<file path="src/rtl/fmtp_pkg.sv">
package fmtp_pkg;

    localparam logic [2:0] FUNC_TICK1  = 3'd0;
    localparam logic [2:0] FUNC_TICK2  = 3'd1;
    localparam logic [2:0] FUNC_WRITE  = 3'd2;
    localparam logic [2:0] FUNC_STATUS = 3'd3;
    localparam logic [2:0] FUNC_READ   = 3'd4;

    localparam logic [10:0] NATIVE_BASE   = 11'h400;
    localparam logic [10:0] READ_MASK     = 11'h5ff;
    localparam logic [10:0] READ_RELOAD1  = 11'h402;
    localparam logic [10:0] READ_RELOAD2  = 11'h403;
    localparam logic [10:0] READ_CONTROL  = 11'h404;

    localparam logic [8:0] REG_RELOAD1 = 9'h002;
    localparam logic [8:0] REG_RELOAD2 = 9'h003;
    localparam logic [8:0] REG_CONTROL = 9'h004;

    localparam logic [7:0] NO_ANSWER = 8'hff;

    localparam logic CFG_HIGH_MAP  = 1'b0;
    localparam logic CFG_OPL3_MODE = 1'b1;

    typedef struct packed {
        logic [2:0]  func;
        logic [10:0] reg_addr;
        logic [7:0]  wdata;
    } in_word_t;

    typedef struct packed {
        logic [7:0] rdata;
        logic       answered;
    } out_word_t;

    typedef struct packed {
        logic tick;
        logic start;
        logic stop;
    } timer_cmd_t;

endpackage

</file>
<file path="src/rtl/fmtp_in_if.sv">
interface fmtp_in_if;
    logic        valid;
    logic        ready;
    logic [2:0]  func;
    logic [10:0] reg_addr;
    logic [7:0]  wdata;

    modport source (output valid, output func, output reg_addr, output wdata, input ready);
    modport sink (input valid, input func, input reg_addr, input wdata, output ready);
endinterface

</file>
<file path="src/rtl/fmtp_out_if.sv">
interface fmtp_out_if;
    logic       valid;
    logic       ready;
    logic [7:0] rdata;
    logic       answered;

    modport source (output valid, output rdata, output answered, input ready);
    modport sink (input valid, input rdata, input answered, output ready);
endinterface

</file>
<file path="src/rtl/fmtp_timer.sv">
module fmtp_timer
    import fmtp_pkg::*;
(
    input  logic       clk,
    input  logic       rst_n,
    input  timer_cmd_t cmd,
    input  logic [7:0] reload,
    input  logic       mask,
    input  logic       opl3,
    output logic       ovf
);

    logic [7:0] cnt_reg;
    logic [7:0] cnt_next;
    logic       run_reg;
    logic       run_next;
    logic [7:0] base;
    logic       do_count;

    always_comb
    begin
        cnt_next = cnt_reg;
        run_next = run_reg;
        base     = cnt_reg;
        do_count = 1'b0;
        ovf      = 1'b0;
        if (cmd.start)
        begin
            run_next = 1'b1;
            base     = reload;
            cnt_next = reload;
            do_count = opl3;
        end
        else if (cmd.stop)
        begin
            run_next = 1'b0;
        end
        else if (cmd.tick && run_reg)
        begin
            do_count = 1'b1;
        end
        if (do_count)
        begin
            if (base == 8'hff)
            begin
                cnt_next = reload;
                ovf      = !mask;
            end
            else
            begin
                cnt_next = base + 8'd1;
            end
        end
    end

    always_ff @(posedge clk or negedge rst_n)
    begin
        if (!rst_n)
        begin
            cnt_reg <= '0;
            run_reg <= 1'b0;
        end
        else
        begin
            cnt_reg <= cnt_next;
            run_reg <= run_next;
        end
    end

endmodule

</file>
<file path="src/rtl/fmtp_core.sv">
module fmtp_core
    import fmtp_pkg::*;
(
    input  logic      clk,
    input  logic      rst_n,
    input  logic      fire,
    input  in_word_t  item,
    input  logic      high_map,
    input  logic      opl3_mode,
    output out_word_t result
);

    logic [1:0]  flags_reg;
    logic [1:0]  flags_next;
    logic [7:0]  control_reg;
    logic [7:0]  control_next;
    logic [7:0]  reload1_reg;
    logic [7:0]  reload1_next;
    logic [7:0]  reload2_reg;
    logic [7:0]  reload2_next;
    logic [10:0] waddr;
    logic [8:0]  wreg;
    logic [10:0] raddr;
    logic        ctl_write;
    logic        clear_all;
    timer_cmd_t  cmd1;
    timer_cmd_t  cmd2;
    logic        ovf1;
    logic        ovf2;

    assign waddr = high_map ? (item.reg_addr - NATIVE_BASE) : item.reg_addr;
    assign wreg  = waddr[8:0];
    assign raddr = item.reg_addr & READ_MASK;

    always_comb
    begin
        reload1_next = reload1_reg;
        reload2_next = reload2_reg;
        control_next = control_reg;
        ctl_write    = 1'b0;
        clear_all    = 1'b0;
        if (fire && item.func == FUNC_WRITE)
        begin
            case (wreg)
                REG_RELOAD1: reload1_next = item.wdata;
                REG_RELOAD2: reload2_next = item.wdata;
                REG_CONTROL:
                begin
                    if (item.wdata[7])
                    begin
                        clear_all = 1'b1;
                    end
                    else
                    begin
                        ctl_write    = 1'b1;
                        control_next = item.wdata;
                    end
                end
                default: ;
            endcase
        end
    end

    always_comb
    begin
        cmd1.tick  = fire && item.func == FUNC_TICK1;
        cmd1.start = ctl_write && item.wdata[0];
        cmd1.stop  = ctl_write && !item.wdata[0];
        cmd2.tick  = fire && item.func == FUNC_TICK2;
        cmd2.start = ctl_write && item.wdata[1];
        cmd2.stop  = ctl_write && !item.wdata[1];
    end

    fmtp_timer u_timer1 (
        .clk    (clk),
        .rst_n  (rst_n),
        .cmd    (cmd1),
        .reload (reload1_reg),
        .mask   (control_next[6]),
        .opl3   (opl3_mode),
        .ovf    (ovf1)
    );

    fmtp_timer u_timer2 (
        .clk    (clk),
        .rst_n  (rst_n),
        .cmd    (cmd2),
        .reload (reload2_reg),
        .mask   (control_next[5]),
        .opl3   (opl3_mode),
        .ovf    (ovf2)
    );

    always_comb
    begin
        flags_next = flags_reg;
        if (clear_all)
        begin
            flags_next = 2'b00;
        end
        else
        begin
            if (cmd1.stop)
                flags_next[0] = 1'b0;
            if (ovf1)
                flags_next[0] = 1'b1;
            if (cmd2.stop)
                flags_next[1] = 1'b0;
            if (ovf2)
                flags_next[1] = 1'b1;
        end
    end

    always_comb
    begin
        result.rdata    = NO_ANSWER;
        result.answered = 1'b0;
        case (item.func)
            FUNC_STATUS:
            begin
                result.rdata    = {|flags_reg, flags_reg[0], flags_reg[1], 5'b00000};
                result.answered = 1'b1;
            end
            FUNC_READ:
            begin
                case (raddr)
                    READ_RELOAD1:
                    begin
                        result.rdata    = reload1_reg;
                        result.answered = 1'b1;
                    end
                    READ_RELOAD2:
                    begin
                        result.rdata    = reload2_reg;
                        result.answered = 1'b1;
                    end
                    READ_CONTROL:
                    begin
                        result.rdata    = control_reg;
                        result.answered = 1'b1;
                    end
                    default: ;
                endcase
            end
            default: ;
        endcase
    end

    always_ff @(posedge clk or negedge rst_n)
    begin
        if (!rst_n)
        begin
            flags_reg   <= '0;
            control_reg <= '0;
            reload1_reg <= '0;
            reload2_reg <= '0;
        end
        else
        begin
            flags_reg   <= flags_next;
            control_reg <= control_next;
            reload1_reg <= reload1_next;
            reload2_reg <= reload2_next;
        end
    end

endmodule

</file>
<file path="src/rtl/fm_sound_timer_pair.sv">
// Throughput: one word per cycle while result words are taken (rsp.ready);
// a word goes through the input register, one pass through the
// decode and timer update logic, and the result register.
// Reset: rst_n clears both timers, flags, control and reload bytes, and
// sets opl3 mode, clears native mode.
module fm_sound_timer_pair
    import fmtp_pkg::*;
(
    input  logic   clk,
    input  logic   rst_n,
    fmtp_in_if.sink    req,
    fmtp_out_if.source rsp,
    input  logic   cfg_we,
    input  logic   cfg_index,
    input  logic   cfg_wdata
);

    logic      native_reg;
    logic      opl3_reg;
    logic      s1_valid_reg;
    in_word_t  s1_item_reg;
    logic      out_valid_reg;
    out_word_t out_word_reg;
    out_word_t result;
    logic      out_adv;
    logic      fire;

    assign out_adv   = !out_valid_reg || rsp.ready;
    assign fire      = s1_valid_reg && out_adv;
    assign req.ready = !s1_valid_reg || out_adv;

    assign rsp.valid    = out_valid_reg;
    assign rsp.rdata    = out_word_reg.rdata;
    assign rsp.answered = out_word_reg.answered;

    fmtp_core u_core (
        .clk       (clk),
        .rst_n     (rst_n),
        .fire      (fire),
        .item      (s1_item_reg),
        .high_map  (native_reg),
        .opl3_mode (opl3_reg),
        .result    (result)
    );

    always_ff @(posedge clk or negedge rst_n)
    begin
        if (!rst_n)
        begin
            native_reg <= 1'b0;
            opl3_reg   <= 1'b1;
        end
        else if (cfg_we)
        begin
            case (cfg_index)
                CFG_HIGH_MAP:  native_reg <= cfg_wdata;
                CFG_OPL3_MODE: opl3_reg   <= cfg_wdata;
                default: ;
            endcase
        end
    end

    always_ff @(posedge clk or negedge rst_n)
    begin
        if (!rst_n)
        begin
            s1_valid_reg  <= 1'b0;
            out_valid_reg <= 1'b0;
        end
        else
        begin
            if (req.ready)
                s1_valid_reg <= req.valid;
            if (out_adv)
                out_valid_reg <= s1_valid_reg;
        end
    end

    always_ff @(posedge clk)
    begin
        if (req.valid && req.ready)
        begin
            s1_item_reg.func     <= req.func;
            s1_item_reg.reg_addr <= req.reg_addr;
            s1_item_reg.wdata    <= req.wdata;
        end
        if (fire)
            out_word_reg <= result;
    end

endmodule

</file>
<file path="src/flat_wrapper.sv">
// flat-port wrapper written by rule: the top's interface ports become plain ports
module fm_sound_timer_pair_flat import fmtp_pkg::*;
  (clk, rst_n, cfg_we, cfg_index, cfg_wdata, req_valid, req_func, req_reg_addr, req_wdata, req_ready, rsp_valid, rsp_rdata, rsp_answered, rsp_ready);
  fmtp_in_if req_i ();
  fmtp_out_if rsp_i ();
  input  logic clk;
  input  logic rst_n;
  input  logic cfg_we;
  input  logic cfg_index;
  input  logic cfg_wdata;
  input wire logic [$bits(req_i.valid)-1:0] req_valid;
  input wire logic [$bits(req_i.func)-1:0] req_func;
  input wire logic [$bits(req_i.reg_addr)-1:0] req_reg_addr;
  input wire logic [$bits(req_i.wdata)-1:0] req_wdata;
  output wire logic [$bits(req_i.ready)-1:0] req_ready;
  output wire logic [$bits(rsp_i.valid)-1:0] rsp_valid;
  output wire logic [$bits(rsp_i.rdata)-1:0] rsp_rdata;
  output wire logic [$bits(rsp_i.answered)-1:0] rsp_answered;
  input wire logic [$bits(rsp_i.ready)-1:0] rsp_ready;
  assign req_i.valid = req_valid;
  assign req_i.func = req_func;
  assign req_i.reg_addr = req_reg_addr;
  assign req_i.wdata = req_wdata;
  assign req_ready = req_i.ready;
  assign rsp_valid = rsp_i.valid;
  assign rsp_rdata = rsp_i.rdata;
  assign rsp_answered = rsp_i.answered;
  assign rsp_i.ready = rsp_ready;
  fm_sound_timer_pair u_core (.clk(clk), .rst_n(rst_n), .req(req_i), .rsp(rsp_i), .cfg_we(cfg_we), .cfg_index(cfg_index), .cfg_wdata(cfg_wdata));
endmodule
</file>
<file path="config.mk">
export PLATFORM = sky130hd
export DESIGN_NAME = fm_sound_timer_pair_flat
export DESIGN_NICKNAME = d
export VERILOG_FILES = /design/src/rtl/fmtp_pkg.sv /design/src/rtl/fmtp_in_if.sv /design/src/rtl/fmtp_out_if.sv /design/src/rtl/fmtp_timer.sv /design/src/rtl/fmtp_core.sv /design/src/rtl/fm_sound_timer_pair.sv /design/src/flat_wrapper.sv
export SDC_FILE = /design/constraint.sdc
export NUM_CORES = 1
export LEC_CHECK = 0
export BUFFER_PORTS_ARGS = -buffer_cell sky130_fd_sc_hd__clkbuf_2
export CAP_MARGIN = 30
export CORE_MARGIN = 2
export CORE_UTILIZATION = 40
export CTS_BUF_LIST = sky130_fd_sc_hd__clkbuf_8
export CTS_CLUSTER_DIAMETER = 60
export DETAILED_ROUTE_END_ITERATION = 10
export SYNTH_ARGS = -nofsm -noshare
export SYNTH_HDL_FRONTEND = slang
export SYNTH_SLANG_ARGS = --single-unit
</file>
<file path="constraint.sdc">
create_clock -name clk -period 4.2 [get_ports clk]
set_clock_uncertainty 0.2 [all_clocks]
set_input_delay 0.63 -clock clk [delete_from_list [all_inputs] [get_ports clk]]
set_output_delay 0.63 -clock clk [all_outputs]
set_load 0.005 [all_outputs]
</file>
==> run_results.csv <==
group,metric,value,unit
outcome,status,"complete, no violations",
synth,seq_area_frac_synth,0.5450,
floorplanning,start_util,0.4097,
synth,ys_async_sr_fraction,0.6053,
timing,worstMarginPinSlew,1079,ps
run,drv_cap,0,
drt,avgRoutedWirePerCell,17.42,µm
setup_path,critPathKind,"reg2reg",
synth,ys_types,58,
clock_network,cts_hold_buffers,0,
clock_network,clock_path_buffers,2,
global_route,gr-usage-all-layers,0.1853,
global_route,grt_max_degree,26,
finish,multi_input_area,1628,µm²
setup_path,ff2ff_path_depth,4,
floorplanning,die-area,10210,µm²
global_route,grt_pass1_vias,2737,
drt,drtIter0Drc,178,
floorplanning,die_x,101.1,µm
setup_path,r2r_setup_slack,1120,ps
finish,drive_gt1_frac,0.2247,
setup_path,timing.rr.end,"u_core.u_core.u_timer2.cnt_reg[2]",
clock_network,cts_tree,"yes",
setup_path,rr_startpoint,"u_core.s1_item_reg[8]",
clock_network,cts_made_buffers,9,
setup_path,worstPathRequired,4220,ps
finish,fin_cells,507,
timing,timing.setup.tns,0,ps
drt,drt_first_pass_iters,4,
finish,fillers,886,
synth,netlist_area,3767,µm²
setup_path,path_max_fanout,21,
timing,max_freq,0.3249,GHz
floorplanning,die_h,101.1,µm
clock_network,clkSlewWorstSetupHoldPaths,90,ps
finish,finalNetCount,420,
floorplanning,rows,35,
synth,synth-main-ff-cell,"dfrtp_1",
timing,rsz0062_at_grt,"no",
drt,vias_per_cell,5.688,
setup_path,worstPathArrival,3100,ps
pwr,power_density,342.8,nW/µm²
finish,synthToLayoutAreaGrowth,13.05,%
floorplanning,core,9196,µm²
global_route,gr-total-overflow,0,
timing,setup_viol,0,
pwr,vdd_ir_drop_max,0.0001581,V
finish,final_common_cell,"nand2_1",
clock_network,insertion_delay,350,ps
synth,yosys_warnings,0,
drt,drc_errors,0,
timing,period_minus_slack,3078,ps
finish,diodes,0,
timing,post-route-period-util,0.7327,
setup_path,crit_start,"u_core.s1_item_reg[8]",
timing,slew_viol_final,0,
timing,finalHoldViolCount,0,
clock_network,cts_sinks,76,
clock_network,htreeDepth,3,
placement,hpwlAfterDp,6275,µm
setup_path,start_kind,"flip-flop",
synth,ys_seq_elements,76,
synth,synthCells,352,
pwr,p_leak,1.718,nW
drt,routed_wl,8833,µm
placement,dp.cells,491,
global_route,antenna_found_initial,0,
clock_network,cts_resized,0,
min_path,worstHoldPathType,"in2async",
finish,layout_common_cells,"49 x nand2_1, 45 x dfrtp_1, 38 x clkbuf_2",
drt,postRouteAntennaNets,0,
synth,avgSynthCellArea,10.70,µm²
timing,slew_headroom,0.2753,
synth,synth_nets,381,
setup_path,crit_end,"u_core.u_core.u_timer2.cnt_reg[2]",
global_route,grt_pass1_wl,14260,µm
finish,final-seq-area,2053,µm²
placement,portBuffers,38,
drt,num_vias,2884,
synth,synth_edf_count,30,
finish,largest_reg_flops,21,
floorplanning,io_pins,40,
placement,gp_congestion,0.8687,
clock_network,cts_setup_buffers,0,
setup_path,worstSetupEndpointType,"flip-flop",
timing,fin_hold_ws,80.72,ps
clock_network,cts_root_buffer,"clkbuf_8",
==> area by class of cell <==
class,instances,share of cell area
Sequential cell,76,0.4821
Multi-Input combinational cell,256,0.3822
Timing Repair Buffer,40,0.04818
Tap cell,111,0.03261
Clock buffer,9,0.02908
Clock inverter,7,0.01880
Inverter,8,0.007051
==> worst max-delay path, cell delays in order, from the launching register on <==
cell      delay, ps
edfxtp_1        490
or4b_4          600
nor4_4          400
nand3_1         660
o311ai_0        590
==> worst min-delay path by stage <==
stage	from	endpoint	slack, ps	depth (start not counted)
4_1_cts	rst_n	u_core.u_core.u_timer1.cnt_reg[6]	80	1
6_report	rst_n	u_core.u_core.u_timer2.cnt_reg[0]	80	1
3_5_place_dp	u_core.u_core.u_timer2.run_reg	u_core.u_core.u_timer2.run_reg	260	2
3_3_place_gp	u_core.u_core.u_timer2.run_reg	u_core.u_core.u_timer2.run_reg	260	2
2_1_floorplan	rst_n	u_core.rsp.valid	130	0
5_1_grt	rst_n	u_core.rsp.valid	120	1
==> cell usage after synthesis (2+ instances only) <==
cell type | count | area share
nand2_1 | 49 | 0.049
dfrtp_1 | 45 | 0.30
edfxtp_1 | 30 | 0.24
o21ai_0 | 24 | 0.032
mux2_2 | 23 | 0.069
nor2_1 | 18 | 0.018
nand3_1 | 16 | 0.021
a21oi_1 | 15 | 0.020
a22oi_1 | 9 | 0.018
a31oi_1 | 9 | 0.015
and3_1 | 9 | 0.015
clkbuf_1 | 9 | 0.0090
inv_1 | 8 | 0.0080
nand4_1 | 6 | 0.010
o211ai_1 | 6 | 0.012
and2_1 | 5 | 0.0083
nor3_1 | 5 | 0.0066
nand2b_1 | 4 | 0.0066
nor3b_1 | 4 | 0.0080
a32oi_1 | 3 | 0.0070
mux2i_1 | 3 | 0.0080
nand3b_1 | 3 | 0.0060
nor4b_1 | 3 | 0.0070
or2_2 | 3 | 0.0050
or3_1 | 3 | 0.0050
a32o_1 | 2 | 0.0053
and3b_1 | 2 | 0.0047
and4_1 | 2 | 0.0047
o311ai_0 | 2 | 0.0047
o31ai_1 | 2 | 0.0040
xnor2_1 | 2 | 0.0047
xor2_1 | 2 | 0.0047
==> through the flow <==
stage | power, mW | util | setup WS [ps] | cell area (µm²)
finish | 1.460 | 0.4631 | 1122 | 4259
global route | 1.531 | 0.4631 | 876.4 | 4259
CTS | 1.483 | 0.4631 | 1162 | 4259
detailed placement | 0.8997 | 0.4410 | 1111 | 4055
global placement | 0.8979 | 0.4410 | 1180 | 4055
floorplan | 0.8569 | - | 1676 | 3767
==> layer usage <==
layer	track usage	vias up	share of wire
li1	-	1409	-
met1	0.2562	1395	0.46
met2	0.2807	76	0.48
met3	0.03606	4	0.048
met4	0.08628	0	0.0080
met5	0	-	0
==> where the power goes <==
| part | internal, mW | switching [mW] |
|---|---|---|
| combinational | 0.0237 | 0.0371 |
| clock | 0.283 | 0.295 |
| sequential | 0.799 | 0.0219 |
==> kinds of logic (layout without fill, tap and decap cells) <==
kind of cell,after synthesis,after routing,synth area share
simple gates,142,142,0.2023
flops,76,76,0.5450
compound gates,84,84,0.1438
buf+inv,20,64,0.02292
mux,26,26,0.07672
xor+xnor,4,4,0.009301
Power figures use the tool's default switching activity.
